`src/rtl/sdsrf_pkg.sv`:
```
package sdsrf_pkg;

   // Command codes carried in req_tuser.
   localparam logic [1:0] CMD_START_RESP  = 2'd0;
   localparam logic [1:0] CMD_START_BLOCK = 2'd1;
   localparam logic [1:0] CMD_BYTE        = 2'd2;

   // Result kinds carried in rsp_tuser.
   localparam logic [1:0] KIND_RESPONSE = 2'd0;
   localparam logic [1:0] KIND_DATA     = 2'd1;
   localparam logic [1:0] KIND_CRC      = 2'd2;

   // Framer phases.
   localparam logic [2:0] PH_IDLE      = 3'd0;
   localparam logic [2:0] PH_RESP_HUNT = 3'd1;
   localparam logic [2:0] PH_RESP_BODY = 3'd2;
   localparam logic [2:0] PH_BLK_HUNT  = 3'd3;
   localparam logic [2:0] PH_BLK_DATA  = 3'd4;
   localparam logic [2:0] PH_CRC_HI    = 3'd5;
   localparam logic [2:0] PH_CRC_LO    = 3'd6;

   localparam logic [7:0] START_TOKEN = 8'hFE;
   localparam int         BUSY_BIT    = 7;
   localparam logic [2:0] RESP_LEN_MIN = 3'd1;
   localparam logic [2:0] RESP_LEN_MAX = 3'd5;

   typedef struct packed {
      logic [1:0] cmd;
      logic [2:0] resp_bytes;
      logic [7:0] rx_byte;
   } req_item_type;

   typedef struct packed {
      logic [1:0]  kind;
      logic [39:0] response_value;
      logic [7:0]  data_value;
      logic [8:0]  byte_index;
      logic [15:0] block_crc;
   } rsp_item_type;

endpackage

```
`src/rtl/sdsrf_core.sv`:
```
module sdsrf_core #(
   parameter int BLOCK_BYTES = 512
) (
   input  logic                   clock,
   input  logic                   reset,
   input  logic                   step,
   input  sdsrf_pkg::req_item_type req,
   output logic                   res_valid,
   output sdsrf_pkg::rsp_item_type res
);
   import sdsrf_pkg::*;

   localparam int CNT_W = $clog2(BLOCK_BYTES + 1);
   localparam logic [CNT_W-1:0] CNT_LAST = CNT_W'(BLOCK_BYTES);

   logic [2:0]       phase_ff, phase_in;
   logic [CNT_W-1:0] blk_count_ff, blk_count_in;
   logic [2:0]       resp_count_ff, resp_count_in;
   logic [2:0]       wanted_len_ff, wanted_len_in;
   logic [39:0]      shift_ff, shift_in;
   logic [7:0]       crc_high_ff, crc_high_in;
   logic             emit;

   always_comb begin
      phase_in      = phase_ff;
      blk_count_in  = blk_count_ff;
      resp_count_in = resp_count_ff;
      wanted_len_in = wanted_len_ff;
      shift_in      = shift_ff;
      crc_high_in   = crc_high_ff;
      emit          = 1'b0;
      res           = '0;

      case (req.cmd)
         CMD_START_RESP: begin
            if (req.resp_bytes < RESP_LEN_MIN) begin
               wanted_len_in = RESP_LEN_MIN;
            end else if (req.resp_bytes > RESP_LEN_MAX) begin
               wanted_len_in = RESP_LEN_MAX;
            end else begin
               wanted_len_in = req.resp_bytes;
            end
            resp_count_in = '0;
            phase_in      = PH_RESP_HUNT;
         end
         CMD_START_BLOCK: begin
            blk_count_in = '0;
            phase_in     = PH_BLK_HUNT;
         end
         CMD_BYTE: begin
            unique case (phase_ff)
               PH_RESP_HUNT: begin
                  // Bytes with the busy bit set are filler ahead of the response.
                  if (!req.rx_byte[BUSY_BIT]) begin
                     shift_in      = {32'd0, req.rx_byte};
                     resp_count_in = 3'd1;
                     phase_in      = PH_RESP_BODY;
                  end
               end
               PH_RESP_BODY: begin
                  shift_in      = {shift_ff[31:0], req.rx_byte};
                  resp_count_in = resp_count_ff + 3'd1;
               end
               PH_BLK_HUNT: begin
                  if (req.rx_byte == START_TOKEN) begin
                     blk_count_in = '0;
                     phase_in     = PH_BLK_DATA;
                  end
               end
               PH_BLK_DATA: begin
                  emit           = 1'b1;
                  res.kind       = KIND_DATA;
                  res.data_value = req.rx_byte;
                  res.byte_index = 9'(blk_count_ff);
                  blk_count_in   = blk_count_ff + 1'b1;
                  if (blk_count_in == CNT_LAST) begin
                     phase_in = PH_CRC_HI;
                  end
               end
               PH_CRC_HI: begin
                  crc_high_in = req.rx_byte;
                  phase_in    = PH_CRC_LO;
               end
               PH_CRC_LO: begin
                  emit          = 1'b1;
                  res.kind      = KIND_CRC;
                  res.block_crc = {crc_high_ff, req.rx_byte};
                  phase_in      = PH_IDLE;
               end
               default: begin
               end
            endcase

            // The response is complete once the byte that reaches the wanted length arrives.
            if ((phase_ff == PH_RESP_BODY || phase_in == PH_RESP_BODY)
                && resp_count_in >= wanted_len_ff) begin
               emit               = 1'b1;
               res.kind           = KIND_RESPONSE;
               res.response_value = shift_in;
               phase_in           = PH_IDLE;
            end
         end
         default: begin
         end
      endcase
   end

   assign res_valid = step & emit;

   always_ff @(posedge clock) begin
      if (reset) begin
         phase_ff      <= PH_IDLE;
         blk_count_ff  <= '0;
         resp_count_ff <= '0;
         wanted_len_ff <= RESP_LEN_MIN;
      end else if (step) begin
         phase_ff      <= phase_in;
         blk_count_ff  <= blk_count_in;
         resp_count_ff <= resp_count_in;
         wanted_len_ff <= wanted_len_in;
      end
   end

   always_ff @(posedge clock) begin
      if (step) begin
         shift_ff    <= shift_in;
         crc_high_ff <= crc_high_in;
      end
   end

`ifndef SYNTHESIS
   a_index_in_block: assert property (@(posedge clock) disable iff (reset)
      res_valid && res.kind == KIND_DATA |-> 32'(res.byte_index) < BLOCK_BYTES)
      else $error("data byte index beyond block length");

   a_crc_after_block: assert property (@(posedge clock) disable iff (reset)
      step && req.cmd == CMD_BYTE && phase_ff == PH_BLK_DATA
      && 32'(blk_count_ff) == BLOCK_BYTES - 1 |=> phase_ff == PH_CRC_HI)
      else $error("last data byte did not move the framer to the crc");

   a_resp_count_bound: assert property (@(posedge clock) disable iff (reset)
      phase_ff == PH_RESP_BODY |-> resp_count_ff < wanted_len_ff
      && wanted_len_ff <= RESP_LEN_MAX)
      else $error("response byte count out of range");

   a_blk_count_bound: assert property (@(posedge clock) disable iff (reset)
      phase_ff == PH_BLK_DATA |-> 32'(blk_count_ff) < BLOCK_BYTES)
      else $error("block byte count out of range");
`endif

endmodule

```
`src/rtl/sd_spi_receive_framer.sv`:
```
// Receive framer for an SD card in SPI mode. Each request item is either a
// start command (tuser 0: capture a response of resp_bytes bytes, tuser 1:
// capture a data block) or one byte from the card (tuser 2). A response item
// gives the packed response, first byte most significant; a block gives one
// item per data byte with its index, then one item with the 16-bit CRC as
// received. Each request item is handled at the edge that accepts it: the
// framer state updates at that edge and its result, if any, is loaded into
// the output register at the same edge. A new item is taken every cycle
// while the output register is empty or is being drained in that same cycle,
// so the sustained rate is one item per clock with rsp_tready held high.
module sd_spi_receive_framer #(
   parameter int BLOCK_BYTES = 512
) (
   input  logic        clock,
   input  logic        reset,
   input  logic        req_tvalid,
   output logic        req_tready,
   input  logic [15:0] req_tdata,   // resp_bytes [2:0], rx_byte [10:3]
   input  logic [1:0]  req_tuser,   // cmd [1:0]
   output logic        rsp_tvalid,
   input  logic        rsp_tready,
   output logic [79:0] rsp_tdata,   // response_value [39:0], data_value [47:40],
                                    // byte_index [56:48], block_crc [72:57]
   output logic [1:0]  rsp_tuser    // kind [1:0]
);
   import sdsrf_pkg::*;

   req_item_type req;
   rsp_item_type res;
   logic         res_valid;
   logic         step;

   logic         rsp_valid_ff, rsp_valid_in;
   rsp_item_type rsp_item_ff;

   assign req.cmd        = req_tuser;
   assign req.resp_bytes = req_tdata[2:0];
   assign req.rx_byte    = req_tdata[10:3];

   assign req_tready = !rsp_valid_ff || rsp_tready;
   assign step       = req_tvalid && req_tready;

   sdsrf_core #(
      .BLOCK_BYTES(BLOCK_BYTES)
   ) u_core (
      .clock    (clock),
      .reset    (reset),
      .step     (step),
      .req      (req),
      .res_valid(res_valid),
      .res      (res)
   );

   always_comb begin
      if (step) begin
         rsp_valid_in = res_valid;
      end else begin
         rsp_valid_in = rsp_valid_ff && !rsp_tready;
      end
   end

   always_ff @(posedge clock) begin
      if (reset) begin
         rsp_valid_ff <= 1'b0;
      end else begin
         rsp_valid_ff <= rsp_valid_in;
      end
   end

   always_ff @(posedge clock) begin
      if (res_valid) begin
         rsp_item_ff <= res;
      end
   end

   assign rsp_tvalid = rsp_valid_ff;
   assign rsp_tuser  = rsp_item_ff.kind;
   assign rsp_tdata  = {7'd0, rsp_item_ff.block_crc, rsp_item_ff.byte_index,
                        rsp_item_ff.data_value, rsp_item_ff.response_value};

endmodule
```
`config.mk`:
```
export PLATFORM = sky130hd
export DESIGN_NAME = sd_spi_receive_framer
export DESIGN_NICKNAME = d
export VERILOG_FILES = /design/src/rtl/sdsrf_pkg.sv /design/src/rtl/sdsrf_core.sv /design/src/rtl/sd_spi_receive_framer.sv
export SDC_FILE = /design/constraint.sdc
export NUM_CORES = 1
export LEC_CHECK = 0
export ABC_AREA = 1
export BUFFER_PORTS_ARGS = -buffer_cell sky130_fd_sc_hd__buf_4
export CAP_MARGIN = 15
export CORE_UTILIZATION = 30
export CTS_BUF_LIST = sky130_fd_sc_hd__clkbuf_16
export CTS_CLUSTER_SIZE = 8
export DETAILED_ROUTE_END_ITERATION = 10
export SYNTH_ARGS = -nofsm -noshare
export SYNTH_HDL_FRONTEND = slang
export SYNTH_SLANG_ARGS = --single-unit
export TNS_END_PERCENT = 20
```
`constraint.sdc`:
```
create_clock -name clock -period 7.7 [get_ports clock]
set_input_delay 1.155 -clock clock [delete_from_list [all_inputs] [get_ports clock]]
set_output_delay 1.155 -clock clock [all_outputs]
set_load 0.01 [all_outputs]
```
==> out/summary.txt, run 1 <==
Seq/Total Area, Yosys -> 66.4%
starting density of the core -> 30.6%
Period Utilization, post-route -> 60.4%
worst slew pin tran -> 1.07 ns
Synth cell types -> 36
clock power share -> 46.5%
final setup fails -> 0
fin util -> 38.1%
cell internal pwr -> 1.34 mW
ys async rst share -> 0%
Die Y -> 145 µm
CTS buffer count -> 17
Worst-path clk slew -> 0.07 ns
grt total ovfl -> 0
drt first pass iters -> 4
vias in the first global route -> 3965
Max VDD drop -> 0.0000938 V
number of inserted diodes -> 0
Combinational Power Share -> 4.7%
syn avg cell area -> 10.8 µm²
routability cong. -> 0.808
min Tclk post-route -> 4.65 ns
largest area contributor in the synthesized netlist -> edfxtp_1
die width -> 145 µm
Hold Path Class -> register to register
CORE AREA -> 20200 µm²
area share of the leading cell type in the synthesized netlist -> 59.9%
cts-stage hold buffer count -> 0
largest net degree at the start of global routing -> 49
clock buffer depth -> 2
max frequency -> 215 MHz
Critical Path Start Type -> register
DRC errors left -> 0
count leader, synth -> edfxtp_1
Vias/cell -> 4.29
initial antenna violation count -> 0
CTS tree -> built
Post-Synthesis Cells -> 572
status -> finished clean
dpl cell area -> 7090 µm²
Hold Path Sink -> u_core.wanted_len_ff[2]$_SDFFE_PP0P_
register bit total from synthesis -> 143
layout cells sized above 1 -> 21.6%
first-pass GRT wire length -> 19900 µm
Switching Share -> 23.8%
commonest cells in the netlist -> edfxtp_1 (123), inv_1 (109), nor2_1 (93), nand2_1 (63), a21oi_1 (21)
Worst path top cell family by delay -> buffers and inverters
unrepaired setup endpoints after global routing -> no
postcts setup bufs -> 0
final instance area -> 7680 µm²
Worst slew margin -> 28.8%
Post-synth EDFFs -> 123
Worst R2R Start -> u_core.phase_ff[0]$_SDFFE_PP0P_
Pwr Density -> 228 nW/µm²
via count -> 4079
area growth from synthesis to layout -> 24.6%
worst-path maximum fanout -> 48
worst hold start -> u_core.wanted_len_ff[2]$_SDFFE_PP0P_
# resized after CTS -> 0
CP Class -> register to register
Setup TNS Final -> 0 ns
# port buffers -> 93
commonest register cell after synthesis -> edfxtp_1
capturing point of the worst reg2reg path -> rsp_tdata[19]$_SDFFCE_PN0P_
drt wl/cell -> 12.9 µm
worst path buffer plus inverter count -> 4
Critical-path top delay cell -> inv_2
flop2flop setup slack -> 3.05 ns
max-slew violation count -> 0
CTS H-Tree Depth -> 4
Clock Latency Late Sink -> 0.43 ns
Worst Reg-to-Reg Cells -> 12
slowest stage delay, CP -> 0.79 ns
Final HPWL DP -> 8330 µm
I/O pin count -> 106
CP cell instances -> inv_1 -> nand3_2 -> clkinv_1 -> a22o_1 -> ha_1 -> nand2_1 -> o211ai_1 -> nand2_1 -> o21ai_0 -> nand2_1 -> inv_2 -> buf_4
Yosys warning count -> 0
clk root buf -> clkbuf_16
Worst Setup End Kind -> register
Detail Route Antenna Nets -> 0
Iteration-0 DRC Markers -> 258
WHS Path Cells -> 2
std cell rows -> 52
Pleak -> 3.22 nW
most frequent CP cell -> nand2_1
Clock Sinks -> 143
largest cells by area after synthesis -> edfxtp_1 (60%), inv_1 (6.6%), dfxtp_1 (6.5%)
power share of the sequential group -> 48.8%
Layout Skew -> 0.00919 ns
Max Cap Violations -> 0
Fin Hold WS -> 0.479 ns
Fin. Hold Viols -> 0
Detailed Route WL -> 12300 µm
total die area -> 21100 µm²
Arr. time, crit path -> 4.75 ns
CP Data Required Time -> 7.80 ns
Net Switching -> 418 µW
gr usage total -> 12.2%
Synth Cell Area -> 6160 µm²
Final nets -> 699
-- power groups by stage --
stage	registers, mW	logic (mW)	clock network [mW]
after floorplan	0.870	0.0627	0
after global placement	0.872	0.0827	0
after detailed placement	0.872	0.0839	0
after CTS	0.855	0.0845	0.835
after global routing	0.857	0.0951	0.862
final	0.855	0.0830	0.815
-- final cells by class --
type / instances / area, µm²
clock buffers: 17 / 425
clock inverters: 15 / 165
inverters: 116 / 435
flip-flops and latches: 143 / 4090
multi-input cells: 294 / 1500
repair buffers: 96 / 721
well taps: 270 / 338
fillers: 2001 / 12500
-- placed cells by master, fill, tap and decap left out --
cell type / Yosys / routed
a211oi_1: 1 / 1
a21oi_1: 21 / 21
a22o_1: 1 / 1
a22oi_1: 18 / 18
buf_4: 8 / 96
bufinv_16: 0 / 1
clkbuf_16: 0 / 17
clkinv_1: 1 / 1
clkinv_4: 0 / 2
clkinv_8: 0 / 1
clkinvlp_4: 0 / 2
conb_1: 1 / 7
dfxtp_1: 20 / 20
edfxtp_1: 123 / 123
ha_1: 9 / 9
inv_1: 109 / 108
inv_2: 6 / 7
inv_6: 0 / 6
inv_8: 0 / 3
nand2_1: 63 / 63
nand2_2: 2 / 2
nand2_4: 1 / 1
nand3_1: 17 / 17
nand3_2: 3 / 3
nand4_1: 1 / 1
nor2_1: 93 / 92
nor2_2: 2 / 2
nor2_4: 1 / 2
nor3_1: 5 / 5
nor3_4: 1 / 1
nor3b_1: 1 / 1
nor4_2: 1 / 1
o211ai_1: 1 / 1
o21a_1: 7 / 7
o21ai_0: 16 / 16
o21ai_1: 2 / 2
o21bai_1: 1 / 1
o22ai_1: 16 / 16
xnor2_1: 1 / 1
xor2_1: 2 / 2
-- worst reg2reg max path, cell delays in order (launching register included) --
cell,delay [ns]
dfxtp_1,0.57
inv_1,0.10
nand3_2,0.39
clkinv_1,0.59
a22o_1,0.44
ha_1,0.30
nand2_1,0.05
o211ai_1,0.22
nand2_1,0.12
o21ai_0,0.10
nand2_1,0.12
inv_2,0.79
buf_4,0.50
-- cells by family after synthesis --
group,count (synthesis),synth area share [%]
AND/OR/NAND/NOR,191,13.2
flip-flops,143,66.4
AO/OA/AOI/OAI,84,8.35
adder cells (fa/ha/maj),9,1.83
XOR/XNOR,3,0.426
buffers and inverters,141,9.66
other,1,0.0609
-- routing by layer --
layer / part of all wire (%) / GRT usage [%]
met1: 45 / 15.0
met2: 48 / 19.4
met3: 4.8 / 3.49
met4: 2.1 / 6.47
met5: 0 / 0
-- sequential cells by signal, indices dropped and copies added (netlist names) --
register	cells
u_core.resp_count_ff	3
rsp_tdata	73
u_core.crc_high_ff	8
u_core.wanted_len_ff	3
u_core.blk_count_ff	10
rsp_tuser	2
u_core.phase_ff	3
u_core.shift_ff	40
rsp_tvalid	1
-- how the worst max path moves through the flow --
stage / from / endpoint / slack (ns) / depth (start not counted)
floorplan: req_tuser[0] / rsp_tdata[0]$_SDFFCE_PN0P_ / 2.07 / 6
global placement: req_tdata[10] / rsp_tdata[25]$_SDFFCE_PN0P_ / 2.73 / 15
detailed placement: req_tdata[10] / rsp_tdata[25]$_SDFFCE_PN0P_ / 2.71 / 15
CTS: u_core.phase_ff[0]$_SDFFE_PP0P_ / rsp_tdata[67]$_SDFFCE_PN0P_ / 2.99 / 12
global route: u_core.phase_ff[1]$_SDFFE_PP0P_ / rsp_tdata[41]$_SDFFCE_PN0P_ / 2.57 / 13
finish: u_core.phase_ff[0]$_SDFFE_PP0P_ / rsp_tdata[19]$_SDFFCE_PN0P_ / 3.05 / 12
-- through the flow --
| stage | cells | power, mW | worst slack [ns] |
|---|---|---|---|
| after floorplan | 578 | 0.933 | 2.07 |
| after global placement | 919 | 0.955 | 2.73 |
| after detailed placement | 919 | 0.956 | 2.71 |
| after CTS | 951 | 1.77 | 2.99 |
| after global routing | 951 | 1.81 | 2.57 |
| final | 951 | 1.75 | 3.05 |
Note: power is estimated with default switching activity, not from simulation.
==> run 2: changes to the inputs <==
==> constraint.sdc (replaced) <==
create_clock -name clock -period 4.1 [get_ports clock]
set_input_delay 0.615 -clock clock [delete_from_list [all_inputs] [get_ports clock]]
set_output_delay 0.615 -clock clock [all_outputs]
set_load 0.01 [all_outputs]
==> out/summary.txt, run 2 (synthesized netlist as in run 1, its figures left out) <==
status -> finished clean
most frequent CP cell -> nand2_1
clk root buf -> clkbuf_16
Detail Route Antenna Nets -> 0
max reg flops -> 73
Max VDD drop -> 0.000172 V
Worst R2R Start -> u_core.phase_ff[0]$_SDFFE_PP0P_
dpl ws -> 0.403 ns
die width -> 145 µm
worst hold start -> req_tdata[5]
Layout Skew -> 0.0102 ns
Critical-path top delay cell -> dfxtp_1
WHS Path Cells -> 1
drt first pass iters -> 4
clock power share -> 46.3%
vias in the first global route -> 3942
power share of the sequential group -> 48.9%
number of inserted diodes -> 0
area growth from synthesis to layout -> 25.5%
slowest stage delay, CP -> 0.57 ns
Pleak -> 3.25 nW
routability cong. -> 0.789
cell internal pwr -> 2.55 mW
drt wl/cell -> 12.8 µm
CP Data Required Time -> 4.26 ns
final setup fails -> 0
commonest cells after routing, fill and taps aside -> edfxtp_1 (123), inv_1 (108), buf_4 (98)
cts-stage hold buffer count -> 0
DRC errors left -> 0
Die Y -> 145 µm
std cell rows -> 52
Clock Sinks -> 143
Final nets -> 703
Final HPWL DP -> 8330 µm
first-pass GRT wire length -> 19800 µm
worst-path maximum fanout -> 29
CTS H-Tree Depth -> 4
CTS tree -> built
Max Cap Violations -> 0
Vias/cell -> 4.28
Critical Path Start Type -> register
# fillers -> 2007
Hold Path Sink -> u_core.crc_high_ff[2]$_DFFE_PP_
multi-input logic area -> 1500 µm²
I/O pin count -> 106
Worst-path clk slew -> 0.06 ns
grt total ovfl -> 0
initial antenna violation count -> 0
Pwr Density -> 425 nW/µm²
Arr. time, crit path -> 3.75 ns
Switching Share -> 22.5%
CP Launch Point -> u_core.phase_ff[0]$_SDFFE_PP0P_
Worst Reg-to-Reg Cells -> 15
CP cell instances -> nand2_2 -> nor2_2 -> nand2_2 -> nand2_4 -> inv_2 -> nand2_1 -> o21ai_0 -> ha_1 -> a21oi_1 -> o211ai_1 -> nand2_1 -> o21ai_0 -> nand2_1 -> clkinvlp_4 -> buf_12
Hold Path Class -> primary input to register
Fin. Hold Viols -> 0
Period Utilization, post-route -> 87.6%
Iteration-0 DRC Markers -> 268
Net Switching -> 738 µW
max frequency -> 278 MHz
final worst slack -> 0.508 ns
postcts setup bufs -> 0
Detailed Route WL -> 12200 µm
clock buffer depth -> 2
largest net degree at the start of global routing -> 44
starting density of the core -> 30.6%
min Tclk post-route -> 3.59 ns
Setup TNS Final -> 0 ns
total die area -> 21100 µm²
# port buffers -> 93
commonest non-fill, non-tap cell in the layout -> edfxtp_1
Worst slew margin -> 46.1%
max-slew violation count -> 0
Combinational Power Share -> 4.8%
fin util -> 38.3%
CTS buffer count -> 17
# resized after CTS -> 0
capturing point of the worst reg2reg path -> rsp_tdata[27]$_SDFFCE_PN0P_
gr usage total -> 12.1%
Seq. cell area -> 4090 µm²
CP Class -> register to register
Worst Setup End Kind -> register
CORE AREA -> 20200 µm²
via count -> 4089
flop2flop setup slack -> 0.51 ns
Clock Latency Late Sink -> 0.42 ns
unrepaired setup endpoints after global routing -> no
worst slew pin tran -> 0.807 ns
layout cells sized above 1 -> 21.9%
[run 2: final cells by class]
class | instances | share of cell area (%)
clock inverter | 15 | 2.05
tap | 270 | 4.37
timing repair buffer | 100 | 10.0
inverter | 116 | 5.68
multi-input combinational | 294 | 19.4
sequential | 143 | 52.9
clock buffer | 17 | 5.50
[run 2: how the worst max path moves through the flow]
stage,end,slack [ns],cells after the start
floorplan,rsp_tdata[0]$_SDFFCE_PN0P_,0.35,6
global route,rsp_tdata[41]$_SDFFCE_PN0P_,0.18,16
global placement,rsp_tdata[25]$_SDFFCE_PN0P_,0.47,15
detailed placement,rsp_tdata[25]$_SDFFCE_PN0P_,0.40,15
CTS,rsp_tdata[46]$_SDFFCE_PN0P_,0.46,15
finish,rsp_tdata[27]$_SDFFCE_PN0P_,0.51,15
[run 2: through the flow]
step	cell area [µm²]	hold slack (ns)	cells	power, mW
2_1_floorplan	6190	0.435	578	1.75
3_3_place_gp	7150	0.465	923	1.80
3_5_place_dp	7150	0.466	923	1.80
4_1_cts	7730	0.376	955	3.33
5_1_grt	7730	0.380	955	3.40
6_report	7730	0.396	955	3.29
[run 2: routing by layer]
metal	wire length, µm	global-route usage, %	vias up	share of wire (%)
li1	-	-	2088	-
met3	581	3.52	11	4.7
met4	159	4.89	0	1.3
met1	5600	15.0	1900	46
met2	5900	19.9	90	48
met5	0	0	-	0
[run 2: critical path, delay by kind of cell (launching register included)]
kind / cells / cell delay (ns)
AOI/OAI and AO/OA: 4 / 0.48
adders and majority gates: 1 / 0.33
buffers and inverters: 3 / 1.09
DFF: 1 / 0.57
and+or+nand+nor: 7 / 0.82
[run 2: power by group through the flow]
stage | logic [mW] | registers (mW) | clock network [mW]
global route | 0.181 | 1.61 | 1.61
floorplan | 0.118 | 1.63 | 0
detailed placement | 0.160 | 1.64 | 0
CTS | 0.161 | 1.61 | 1.56
finish | 0.158 | 1.61 | 1.52
global placement | 0.159 | 1.64 | 0
==> run 3: changes to the inputs <==
--- a/config.mk
+++ b/config.mk
@@ -12,6 +12,7 @@
 export CTS_BUF_LIST = sky130_fd_sc_hd__clkbuf_16
 export CTS_CLUSTER_SIZE = 8
 export DETAILED_ROUTE_END_ITERATION = 10
+export PLACE_DENSITY = 0.49
 export SYNTH_ARGS = -nofsm -noshare
 export SYNTH_HDL_FRONTEND = slang
 export SYNTH_SLANG_ARGS = --single-unit
==> out/summary.txt, run 3 (synthesized netlist as in run 1, its figures left out) <==
worst slew pin tran -> 0.793 ns
worst-path maximum fanout -> 75
max reg flops -> 73
dpl ws -> 0.814 ns
final worst slack -> 0.901 ns
area growth from synthesis to layout -> 23.9%
Pwr Density -> 405 nW/µm²
flop2flop setup slack -> 0.90 ns
clock power share -> 42.9%
unrepaired setup endpoints after global routing -> no
Seq. cell area -> 4090 µm²
Arr. time, crit path -> 3.26 ns
total die area -> 21100 µm²
min Tclk post-route -> 3.20 ns
most frequent CP cell -> nand2_1
Clock Sinks -> 143
Final nets -> 702
clk root buf -> clkbuf_16
CORE AREA -> 20200 µm²
routability cong. -> 0.816
Setup TNS Final -> 0 ns
Max VDD drop -> 0.000224 V
Die Y -> 145 µm
I/O pin count -> 106
number of inserted diodes -> 0
Critical-path top delay cell -> dfxtp_1
Period Utilization, post-route -> 78.0%
slowest stage delay, CP -> 0.57 ns
CTS buffer count -> 17
via count -> 4170
# resized after CTS -> 0
first-pass GRT wire length -> 20900 µm
Net Switching -> 692 µW
Max Cap Violations -> 0
# fillers -> 2000
CP Class -> register to register
Combinational Power Share -> 5.2%
final setup fails -> 0
largest net degree at the start of global routing -> 76
Iteration-0 DRC Markers -> 299
worst path buffer plus inverter count -> 3
max-slew violation count -> 0
Worst-path clk slew -> 0.06 ns
Fin. Hold Viols -> 0
CTS tree -> built
grt total ovfl -> 0
WHS Path Cells -> 1
# port buffers -> 93
Detail Route Antenna Nets -> 0
drt first pass iters -> 5
Layout Skew -> 0.0121 ns
drt wl/cell -> 13.4 µm
Pleak -> 3.21 nW
max frequency -> 313 MHz
starting density of the core -> 30.6%
commonest cells after routing, fill and taps aside -> edfxtp_1 (123), inv_1 (113), buf_4 (98)
postcts setup bufs -> 0
Layout Cells excl Fill -> 953
status -> finished clean
dpl cells -> 922
Worst slew margin -> 47.0%
gr usage total -> 12.8%
Worst Reg-to-Reg Cells -> 15
DRC errors left -> 0
power share of the sequential group -> 51.9%
Detailed Route WL -> 12800 µm
Worst Setup End Kind -> register
CTS H-Tree Depth -> 4
Clock Latency Late Sink -> 0.41 ns
vias in the first global route -> 4194
Fin Hold WS -> 0.412 ns
Switching Share -> 22.4%
std cell rows -> 52
layout cells sized above 1 -> 21.1%
cts-stage hold buffer count -> 0
Worst path top cell family by delay -> simple AND/OR/NAND/NOR gates
clock buffer depth -> 2
Levels on crit path -> 15
die width -> 145 µm
Vias/cell -> 4.38
CP Data Required Time -> 4.16 ns
multi-input logic area -> 1500 µm²
Hold Path Class -> primary input to register
Final HPWL DP -> 8750 µm
Critical Path Start Type -> register
initial antenna violation count -> 0
commonest non-fill, non-tap cell in the layout -> edfxtp_1
cell internal pwr -> 2.40 mW
CP cell instances -> nand2_2 -> nor2_2 -> nand2_2 -> nand2_4 -> inv_2 -> nand2_1 -> o21ai_0 -> ha_1 -> nand2_1 -> o211ai_1 -> nand2_1 -> o21ai_0 -> nand2_1 -> clkinvlp_4 -> buf_12
-- run 3: changes by cell type in the layout (fill, tap and decap cells not counted), sizes merged --
| cell | delta |
|---|---|
| buf | -1 |
| bufinv | -2 |
| clkinv | -2 |
| clkinvlp | +2 |
| inv | +1 |
-- run 3: worst paths after layout --
kind,from,to
max,u_core.phase_ff[0]$_SDFFE_PP0P_,rsp_tdata[69]$_SDFFCE_PN0P_
min,req_tdata[6],u_core.crc_high_ff[3]$_DFFE_PP_
max reg2reg,u_core.phase_ff[0]$_SDFFE_PP0P_,rsp_tdata[69]$_SDFFCE_PN0P_
min reg2reg,u_core.wanted_len_ff[2]$_SDFFE_PP0P_,u_core.wanted_len_ff[2]$_SDFFE_PP0P_
-- run 3: stage by stage --
step                      utilization (%)  power, mW  cell area, µm²
after CTS                            37.9       3.14            7640
after global placement               35.3       1.80            7130
after floorplan                         -       1.75            6190
after detailed placement             35.3       1.80            7130
after global routing                 37.9       3.22            7640
final                                37.9       3.10            7640
-- run 3: layout make-up --
class / count / area share (%)
inverter: 116 / 5.75
clock buffer: 17 / 5.57
multi-input combinational: 294 / 19.7
sequential: 143 / 53.6
tap: 270 / 4.42
clock inverter: 14 / 1.08
timing repair buffer: 99 / 9.90
-- run 3: routing by layer --
layer | global-route usage (%) | wire [µm] | vias to the layer above
li1 | - | - | 2075
met1 | 15.6 | 5870 | 1960
met2 | 20.7 | 6140 | 119
met3 | 3.90 | 530 | 16
met4 | 5.89 | 222 | 0
met5 | 0 | 0 | -
-- run 3: worst register-to-register path: stages (launching register included) --
cell        delay [ns]
dfxtp_1           0.57
nand2_2           0.12
nor2_2            0.13
nand2_2           0.10
nand2_4           0.07
inv_2             0.14
nand2_1           0.09
o21ai_0           0.12
ha_1              0.34
nand2_1           0.06
o211ai_1          0.22
nand2_1           0.12
o21ai_0           0.09
nand2_1           0.15
clkinvlp_4        0.12
buf_12            0.34
-- run 3: power groups by stage --
stage	Combinational, mW	Clock [mW]	Sequential, mW
floorplan	0.118	0	1.63
CTS	0.163	1.37	1.61
detailed placement	0.163	0	1.64
global route	0.183	1.43	1.61
finish	0.161	1.33	1.61
global placement	0.160	0	1.64
